`config.mk`:
```
export PLATFORM = sky130hd
export DESIGN_NAME = sbdb_front
export DESIGN_NICKNAME = d
export VERILOG_FILES = /design/src/design/spectrum_bin_db_smooth_peak_hold_macros.svh /design/src/design/sbdb_pkg.sv /design/src/design/sbdb_front.sv
export SDC_FILE = /design/constraint.sdc
export NUM_CORES = 1
export LEC_CHECK = 0
export BUFFER_PORTS_ARGS = -buffer_cell sky130_fd_sc_hd__clkbuf_2
export CAP_MARGIN = 0
export CELL_PAD_IN_SITES_DETAIL_PLACEMENT = 1
export CELL_PAD_IN_SITES_GLOBAL_PLACEMENT = 1
export CORE_MARGIN = 3
export CORE_UTILIZATION = 40
export CTS_CLUSTER_DIAMETER = 40
export DETAILED_ROUTE_END_ITERATION = 10
export PLACE_DENSITY = 0.69
export REMOVE_ABC_BUFFERS = 1
export SLEW_MARGIN = 20
export SYNTH_ARGS = -nofsm -noshare
export SYNTH_HDL_FRONTEND = slang
export SYNTH_SLANG_ARGS = --single-unit
```
`constraint.sdc`:
```
create_clock -name clk_i -period 8.6 [get_ports clk_i]
set_input_delay 1.29 -clock clk_i [delete_from_list [all_inputs] [get_ports clk_i]]
set_output_delay 1.29 -clock clk_i [all_outputs]
set_load 0.02 [all_outputs]
```
`src/design/spectrum_bin_db_smooth_peak_hold_macros.svh`:
```
// Assertion macros for the spectrum bin dB smoothing and peak hold block
`ifndef SPECTRUM_BIN_DB_SMOOTH_PEAK_HOLD_MACROS_SVH
`define SPECTRUM_BIN_DB_SMOOTH_PEAK_HOLD_MACROS_SVH
// implication checked every clock outside reset
`define SBDB_ASSERT_IMP(lbl, a, c) \
  lbl: assert property (@(posedge clk_i) disable iff (!rst_ni) (a) |-> (c)) \
    else $error("assertion failed");
// next-cycle implication
`define SBDB_ASSERT_NEXT(lbl, a, c) \
  lbl: assert property (@(posedge clk_i) disable iff (!rst_ni) (a) |=> (c)) \
    else $error("assertion failed");
`endif

```
`src/design/sbdb_pkg.sv`:
```
// Package: shared types and constants for the spectrum bin dB block
`timescale 1ns / 1ps
package sbdb_pkg;
  localparam int unsigned AddrW = 12;
  localparam logic signed [31:0] DbScale = 32'sd101008905;
  localparam logic signed [15:0] MinDbRst = -16'sd20480;
  localparam logic [1:0] RegOrder = 2'd0;
  localparam logic [1:0] RegMinDb = 2'd1;
  localparam logic [1:0] RegMaxDb = 2'd2;
  localparam logic [1:0] RegHold = 2'd3;

  typedef struct packed {
    logic        tick;
    logic [11:0] bin;
    logic [31:0] mag;
  } item_t;

  typedef struct packed {
    logic [11:0]        bin;
    logic signed [15:0] level;
    logic signed [17:0] smooth;
    logic signed [15:0] peak;
    logic               active;
    logic               expired;
  } result_t;
endpackage

```
`src/design/sbdb_front.sv`:
```
// Front end: two-entry queue of accepted items
`timescale 1ns / 1ps
module sbdb_front (
  input  logic           clk_i,
  input  logic           rst_ni,
  input  logic           in_valid_i,
  output logic           in_ready_o,
  input  sbdb_pkg::item_t in_item_i,
  output logic           q_valid_o,
  input  logic           q_ready_i,
  output sbdb_pkg::item_t q_item_o
);
  import sbdb_pkg::*;
  item_t     mem_q [2];
  logic      wp_q, rp_q, wp_d, rp_d;
  logic [1:0] cnt_q, cnt_d;
  logic      push, pop;

  assign in_ready_o = (cnt_q != 2'd2);
  assign q_valid_o = (cnt_q != 2'd0);
  assign q_item_o = mem_q[rp_q];
  assign push = in_valid_i && in_ready_o;
  assign pop = q_valid_o && q_ready_i;
  assign wp_d = push ? ~wp_q : wp_q;
  assign rp_d = pop ? ~rp_q : rp_q;
  assign cnt_d = cnt_q + {1'b0, push} - {1'b0, pop};

  always_ff @(posedge clk_i) begin
    if (push) mem_q[wp_q] <= in_item_i;
  end

  always_ff @(posedge clk_i or negedge rst_ni) begin
    if (!rst_ni) begin
      wp_q <= 1'b0; rp_q <= 1'b0; cnt_q <= 2'd0;
    end else begin
      wp_q <= wp_d; rp_q <= rp_d; cnt_q <= cnt_d;
    end
  end
endmodule

```
==> results of run 1 <==
-- layout by cell type, fill, tap and decap left out --
master / netlist / routed
dfrtp_2: 0 / 1
buf_4: 0 / 2
nand2b_1: 1 / 1
or2_1: 1 / 1
ha_1: 2 / 2
mux2_2: 6 / 6
xnor2_1: 3 / 3
and3_4: 0 / 1
inv_1: 1 / 1
clkbuf_8: 0 / 9
nand2_1: 1 / 1
clkinv_2: 0 / 1
mux2_4: 39 / 39
clkbuf_2: 0 / 95
edfxtp_1: 90 / 90
nor2_4: 0 / 1
and2_4: 1 / 1
dfrtp_1: 4 / 3
inv_8: 0 / 1
clkinvlp_4: 0 / 3
xor2_1: 1 / 1
inv_6: 0 / 2
-- cell type report --
cell class,instances,area [µm²]
clock buffer,9,124
clock inverter,7,56.3
fill,840,4390
inverter,1,3.75
multi-input combinational,57,761
sequential,94,2800
tap,108,135
timing repair buffer,97,490
-- report_power, final --
group | internal, mW | switching, mW
Sequential | 0.628 | 0.0296
Combinational | 0.250 | 0.328
Clock | 0.108 | 0.158
Total | 0.986 | 0.516
-- worst paths after layout --
path	from	endpoint	slack, ps	cells past startpoint
worst max-delay path	rp_q$_DFFE_PN0P_	q_item_o[1]	5370	3
worst min-delay path	cnt_q[0]$_DFF_PN0_	cnt_q[0]$_DFF_PN0_	530	1
worst max register to register	cnt_q[1]$_DFF_PN0_	cnt_q[1]$_DFF_PN0_	6920	7
worst min register to register	cnt_q[0]$_DFF_PN0_	cnt_q[0]$_DFF_PN0_	530	1
max in group asynchronous	rst_ni	rp_q$_DFFE_PN0P_	7730	1
min in group asynchronous	rst_ni	wp_q$_DFFE_PN0N_	730	1
-- stage by stage --
stage,util (%),cell area [µm²]
detailed placement,47.8,4190
global route,49.9,4370
CTS,49.9,4370
global placement,47.8,4190
floorplan,-,3550
finish,49.9,4370
-- cell families (layout without fill, tap and decap cells) --
| family | count (synthesis) | count (layout) | synth area share (%) |
|---|---|---|---|
| simple gates | 6 | 6 | 0.970 |
| buf+inv | 6 | 114 | 1.66 |
| fa+ha+maj | 2 | 2 | 0.693 |
| mux | 45 | 45 | 18.1 |
| xor+xnor | 4 | 4 | 0.970 |
| flops | 94 | 94 | 77.6 |
-- sequential cells by signal, summed over array words and instances, names as in the netlist --
register	flops
rp_q	1
cnt_q	2
mem_q	90
wp_q	1
-- layer usage --
layer | share of wire (%) | global-route usage (%) | vias to the layer above
met4 | 2.2 | 6.24 | 0
li1 | - | - | 816
met3 | 6.4 | 3.67 | 10
met2 | 52 | 21.5 | 60
met1 | 39 | 15.3 | 869
met5 | 0 | 0 | -
==> results.ini, run 1 <==
[cts]
ctsResizeCount = 0
clock_path_buffers = 2
cts_setup_buffers = 0
cts_sinks = 94
insertion_delay_ps = 360
cts_tree = done
holdBufCountCts = 0
cts.root.buffer_cell = clkbuf_8
htreeDepth = 3
cts-buffers-inserted = 9
clk_pin_slew_worst_paths_ps = 90

[synthesis]
ys_top_cells_by_count = edfxtp_1, mux2_4, mux2_2
synth-edff-count = 90
ys.flop_type = edfxtp_1
synth.avg_cell_area_um2 = 23.0
ys_warn_count = 0
synthCells = 157
ys_types = 15
synth_top_area_share_pct = 74.8
yosysSeqAreaShare_pct = 77.6
syn-cell-area_mm2 = 0.00361
yosysMostFrequentCell = edfxtp_1
yosysTopAreaCell = edfxtp_1
synth_area_leaders = edfxtp_1, mux2_4, dfrtp_1, mux2_2, buf_6
async_reset_ff_share_pct = 4.26
ys_ff_latch = 94

[finish]
finalNetCount = 311
syn_to_final_growth_pct = 21.1
drive_gt1_share_pct = 61.1
antenna_cells = 0
layout.cells.non_filler = 373

[timing]
finalMaxSlewViolations = 0
setup_ws_ps = 5370
fin_crit_ps = 3230
slew_headroom_pct = 44.9
min_period_over_period_pct = 37.6
tightest_slew_ps = 826
setup_viol = 0
rsz0062_at_grt = false
skew_ps = 11.6
fmax_mhz = 309
final.setup.tns_ps = 0
hold_violations = 0
holdWs_ps = 530

[detailed_routing]
detail_route.iter0.violations = 67
vias_per_cell = 4.71
wl_per_cell_um = 17.2
dr.pass1.iters = 4
ant_nets = 0
drc_errors = 0
vias = 1755
routed_wl_mm = 6.42

[outcome]
status = finished clean

[setup_path]
critical_path_class = reg2out
endpoint_kind = primary output
crit_family = buffers and inverters
crit_fanout = 46
crit_buf_inv = 2
crit_arrival_ps = 1940
cp.required_ps = 7310
path_cells = buf_4, mux2_2, clkbuf_2
cpMaxStageDelayCell = buf_4
cp-start-kind = register
slowest_delay_ps = 650

[floorplanning]
die_area_mm2 = 0.0102
io_pins = 96
initial_core_util_pct = 41.2
fp.dieW_um = 101
die_h_um = 101
core_mm2 = 0.00876
rows = 34

[place]
dpl.hpwl_mm = 4.38
port_buffers = 95
dp_cells = 357
preCtsSetupSlack_ps = 5730
gp_congestion = 0.694

[min_path]
hp-class = reg2reg

[pwr]
power-per-cell-area_mw_per_mm2 = 343
ir_worst_vdd_mv = 0.173
power.total_mw = 1.50
leakage_nw = 1.76

[global_routing]
grt_max_degree = 47
grt_pass1_wl_mm = 9.57
grt_overflow = 0
grt.total_usage_pct = 12.9
grt_pass1_vias = 1871
antenna_found_initial = 0

[job]
drv_cap = 0

Power figures use the tool's default switching activity.
==> run 2: changes to the inputs <==
Settings changed: ABC_AREA from default to 1, PLACE_DENSITY 0.69 to 0.74.
Clock period 8.6 ns to 3.1 ns, I/O delays scaled along.
==> run 2 against run 1 <==
  * Largest power group unchanged
  * Worst setup slack worse by 4500 ps
  * Register-to-register slack got worse by 5600 ps
  * Utilization rose by 0.98 points
  * Power increased to 2.8 times the previous value
  * Global-route usage grew 2.0 points
==> results.ini, run 2 <==
[setup_path]
cpMostUsedCell = nand2_1
critical_path_class = reg2out
reg2reg_depth = 4
slowest_delay_ps = 560
cp.required_ps = 2630
path_cells = inv_2, nand2_1, nand2_1, clkbuf_2
crit_arrival_ps = 1750
reg2reg_slack_ps = 1280
cp-start-kind = register
cpMaxStageDelayCell = inv_2
rr_startpoint = cnt_q[1]$_DFF_PN0_
r2r-end = mem_q[1][19]$_DFFE_PP_
crit_fanout = 46
endpoint_kind = primary output

[synthesis]
syn-cell-area_mm2 = 0.00355
yosysSeqAreaShare_pct = 78.9
yosysMostFrequentCell = nand2_1
ys_warn_count = 0
synth_top_area_share_pct = 76.1
ys_top_cells_by_count = nand2_1, edfxtp_1, inv_1
synth_area_leaders = edfxtp_1, nand2_1, dfrtp_1, buf_12, inv_1
synth-edff-count = 90
yosysTopAreaCell = edfxtp_1
ys_types = 12
async_reset_ff_share_pct = 4.26
ys.flop_type = edfxtp_1
synth.avg_cell_area_um2 = 13.4
ys_ff_latch = 94
synthCells = 266

[detailed_routing]
drc_errors = 0
wl_per_cell_um = 14.7
vias_per_cell = 4.65
ant_nets = 0
routed_wl_mm = 7.03
dr.pass1.iters = 4
detail_route.iter0.violations = 82
vias = 2216

[cts]
insertion_delay_ps = 350
cts-buffers-inserted = 9
clk_pin_slew_worst_paths_ps = 90
clock_path_buffers = 2
cts_sinks = 94
cts_setup_buffers = 0
cts_tree = done
cts.root.buffer_cell = clkbuf_8
htreeDepth = 3

[timing]
finalMaxSlewViolations = 0
fmax_mhz = 451
min_period_over_period_pct = 71.5
tightest_slew_ps = 772
rsz0062_at_grt = false
hold_violations = 0
setup_viol = 0
skew_ps = 9.51
slew_headroom_pct = 48.5
fin_crit_ps = 2220
final.setup.tns_ps = 0

[floorplanning]
die_h_um = 100
initial_core_util_pct = 42.2
io_pins = 96
die_area_mm2 = 0.0100
core_mm2 = 0.00842
fp.dieW_um = 100
rows = 33

[global_routing]
antenna_found_initial = 0
grt.total_usage_pct = 14.9
grt_overflow = 0
grt_pass1_vias = 2363
grt_max_degree = 47
grt_pass1_wl_mm = 11.3

[min_path]
hold_start = in_item_i[11]
hold_end = mem_q[0][11]$_DFFE_PP_
hp-class = in2reg
holdPathStages = 1

[pwr]
ir_worst_vdd_mv = 0.453
power.total_mw = 4.16
power-per-cell-area_mw_per_mm2 = 970
leakage_nw = 1.89

[finish]
finalNetCount = 418
post-route-cell-area_mm2 = 0.00429
drive_gt1_share_pct = 31.2
final_cell_mix = nand2_1, clkbuf_2, edfxtp_1, clkbuf_8, inv_1
largest_register_ffs = 90
syn_to_final_growth_pct = 20.7
top_register = mem_q
reg_top3 = mem_q x90, cnt_q x2
antenna_cells = 0
mostFrequentLayoutCell = nand2_1
fill_cells = 938

[place]
gp_congestion = 0.767
port_buffers = 95
dpl.hpwl_mm = 4.72
placed_area_mm2 = 0.00409

[job]
drv_cap = 0

[outcome]
status = finished clean

==> run 2: cell count changes after synthesis, moves of 3 or more <==
cell / change
nand2_1: +147
inv_1: +7
buf_2: +3
mux2_4: -39
xnor2_1: -3
nand3_1: +3
buf_12: +4
buf_6: -5
mux2_2: -6
==> run 2: critical path, delay by kind of cell (launching register included) <==
| family | cells | cell delay [ps] |
|---|---|---|
| DFF | 1 | 410 |
| and+or+nand+nor | 2 | 250 |
| buffers and inverters | 2 | 730 |
==> run 2: logic make-up (layout without fill, tap and decap cells) <==
logic type                 after synthesis  in the layout  synth area share (%)
adders and majority gates                2              2                 0.704
buffers and inverters                   18            124                  4.23
DFF                                     94             94                  78.9
and+or+nand+nor                        152            152                  16.2
==> run 2: layout make-up <==
class                   count  area [µm²]  area share [%]
clock inverters             6        62.6            1.46
multi-input cells         154         607            14.2
flip-flops and latches     94        2800            65.4
repair buffers             99         520            12.1
well taps                 105         131            3.06
clock buffers              10         128            2.98
inverters                   9        33.8           0.788
==> run 2: power by group <==
group          leakage, nW  total (mW)  internal [mW]  switching [mW]
registers            0.884        1.81           1.73          0.0736
clock network       0.0899       0.778          0.370           0.408
logic                0.920        1.57          0.429            1.14
total                 1.89        4.16           2.53            1.62
==> run 2: how the worst max path moves through the flow <==
stage                             from                     end  slack (ps)
detailed placement          in_valid_i  mem_q[1][22]$_DFFE_PP_        1190
global route          rp_q$_DFFE_PN0P_            q_item_o[25]         660
global placement            in_valid_i  mem_q[1][11]$_DFFE_PP_        1220
CTS                   rp_q$_DFFE_PN0P_            q_item_o[25]         800
floorplan           cnt_q[1]$_DFF_PN0_   mem_q[1][0]$_DFFE_PP_          50
finish                rp_q$_DFFE_PN0P_            q_item_o[25]         880
==> run 2: through the flow <==
step	hold WS [ps]	setup slack [ps]	std cells	util, %
3_3_place_gp	280	1220	460	48.5
4_1_cts	277	795	477	50.9
5_1_grt	279	661	477	50.9
3_5_place_dp	282	1190	460	48.5
2_1_floorplan	169	47.1	257	-
6_report	296	885	477	50.9
==> run 2: routing by layer <==
| layer | wire, µm | part of all wire [%] | GRT usage [%] |
|---|---|---|---|
| met1 | 2980 | 42 | 17.8 |
| met2 | 3600 | 51 | 26.1 |
| met3 | 341 | 4.9 | 3.13 |
| met4 | 108 | 1.5 | 6.22 |
| met5 | 0 | 0 | 0 |
==> run 2: repair_timing <==
action	CTS	global route
hold buffers	1	0
endpoints found under the hold margin	4	0
gates resized for setup	0	0
setup endpoints to repair	0	0
==> run 3: changes to the inputs <==
Settings changed: CORE_UTILIZATION 40 to 37, PLACE_DENSITY 0.74 to 0.72.
Clock period 3.1 ns to 1.98 ns, I/O delays scaled along.
==> run 3 against run 2 <==
  * Register-to-register slack got worse by 800 ps
  * Power increased by 58%
  * Wire length grew 3.7%
  * Critical path type unchanged
  * Largest cell class unchanged
  * Flip-flop and latch count did not move
  * Largest power group unchanged
==> results.ini, run 3 (same netlist as run 2, synthesis figures left out) <==
[global_routing]
grt.busiest_layer = met2
grt.total_usage_pct = 13.8
grtUsageMet2_pct = 23.2
grt_pass1_wl_mm = 11.6
grt_pass1_vias = 2351
grt_max_degree = 30
grtUsageMet3_pct = 4.72
antenna_found_initial = 0
grt_overflow = 0
grt_use_met1_pct = 16.4

[place]
dpl.hpwl_mm = 4.97
port_buffers = 95
placed_area_mm2 = 0.00414
gp_congestion = 0.685
preCtsSetupSlack_ps = 454

[setup_path]
crit_family = buffers and inverters
cpMostUsedCell = nand2_1
slowest_delay_ps = 430
endpoint_kind = primary output
path_cells = inv_2, buf_4, nand2_1, nand2_1, clkbuf_2
crit_arrival_ps = 1480
critical_path_class = reg2out
crit_fanout = 28
crit_buf_inv = 3
cp-start-kind = register
cp.required_ps = 1680
cpMaxStageDelayCell = dfrtp_2

[pwr]
leakage_nw = 1.92
swShare_pct = 39.1
p_clk_share_pct = 18.6
power_frac_comb_pct = 38.3
power-per-cell-area_mw_per_mm2 = 1510
seq_power_share_pct = 43.1
p_int_mw = 4.00
switching_power_mw = 2.56
ir_worst_vdd_mv = 0.638
power.total_mw = 6.56

[timing]
hold_violations = 0
setup_ws_ps = 207
holdWs_ps = 132
fmax_mhz = 564
min_period_over_period_pct = 89.6
finalMaxSlewViolations = 0
tightest_slew_ps = 425
setup_viol = 0
final.setup.tns_ps = 0
slew_headroom_pct = 71.6
fin_crit_ps = 1770
rsz0062_at_grt = false
skew_ps = 8.84

[finish]
largest_register_ffs = 90
reg_top3 = mem_q x90, cnt_q x2
final_cell_mix = nand2_1, clkbuf_2, edfxtp_1, clkbuf_8, buf_4
post-route-cell-area_mm2 = 0.00434
drive_gt1_share_pct = 31.8
mostFrequentLayoutCell = nand2_1
finalNetCount = 423
antenna_cells = 0
top_register = mem_q
syn_to_final_growth_pct = 22.2

[cts]
cts.root.buffer_cell = clkbuf_8
cts_sinks = 94
htreeDepth = 3
insertion_delay_ps = 340
clk_pin_slew_worst_paths_ps = 90
cts_tree = done
clock_path_buffers = 2
cts-buffers-inserted = 9

[floorplanning]
core_mm2 = 0.00928
die_area_mm2 = 0.0108
initial_core_util_pct = 38.3
io_pins = 96
fp.dieW_um = 104
die_h_um = 104
rows = 35

[detailed_routing]
routed_wl_mm = 7.29
vias_per_cell = 4.39
detail_route.iter0.violations = 87
drc_errors = 0
vias = 2223
dr.pass1.iters = 4
wl_per_cell_um = 14.4
ant_nets = 0

[outcome]
status = finished clean

[min_path]
hp-class = in2reg

[job]
drv_cap = 0

run 3: cell count changes in the layout (fill, tap and decap cells not counted):
cell | previous run | this run
clkinv_1 | 1 | 2
clkinv_4 | 1 | 2
buf_12 | 1 | 0
clkinvlp_4 | 2 | 1
buf_4 | 2 | 8
clkinv_2 | 1 | 0
run 3: timing repair:
action	in CTS	in global routing
hold buffers	1	0
endpoints found under the setup margin	0	0
hold endpoints to repair	4	0
gates resized for setup	0	0
buffers inserted	0	0
run 3: path summary, 6_finish.rpt:
path / from / to / slack, ps / cells after the start
max in group asynchronous: rst_ni / rp_q$_DFFE_PN0P_ / 1540 / 2
setup / recovery: rp_q$_DFFE_PN0P_ / q_item_o[27] / 210 / 5
setup reg to reg: cnt_q[1]$_DFF_PN0_ / mem_q[1][34]$_DFFE_PP_ / 480 / 4
min in group asynchronous: rst_ni / rp_q$_DFFE_PN0P_ / 300 / 2
hold / removal: in_item_i[18] / mem_q[1][18]$_DFFE_PP_ / 130 / 1
hold reg to reg: wp_q$_DFFE_PN0N_ / wp_q$_DFFE_PN0N_ / 510 / 2
run 3: area by class of cell:
class	count	area (µm²)
fill	1024	4940
clock inverter	6	62.6
multi-input combinational	154	607
timing repair buffer	104	546
clock buffer	10	128
inverter	9	33.8
tap	129	161
sequential	94	2800
run 3: metal layers:
layer,up-vias,share of wire (%)
li1,1096,-
met5,-,0
met2,62,49
met3,8,6.0
met4,0,1.2
met1,1057,43
run 3: power by group through the flow:
stage	clock network [mW]	logic (mW)	registers, mW
after floorplan	0	1.48	2.94
after global placement	0	2.54	2.85
after detailed placement	0	2.59	2.88
after CTS	1.27	2.60	2.84
after global routing	1.36	2.81	2.87
final	1.22	2.51	2.83
run 3: through the flow:
step / utilization [%] / cells
after floorplan: - / 257
after global placement: 44.6 / 489
after detailed placement: 44.6 / 489
after CTS: 46.8 / 506
after global routing: 46.8 / 506
final: 46.8 / 506
run 3: worst reg2reg max path: cells and delay by family, from the launching register on:
kind	cells	cell delay [ps]
buffers and inverters	1	390
AND/OR/NAND/NOR	3	360
flip-flops	1	410
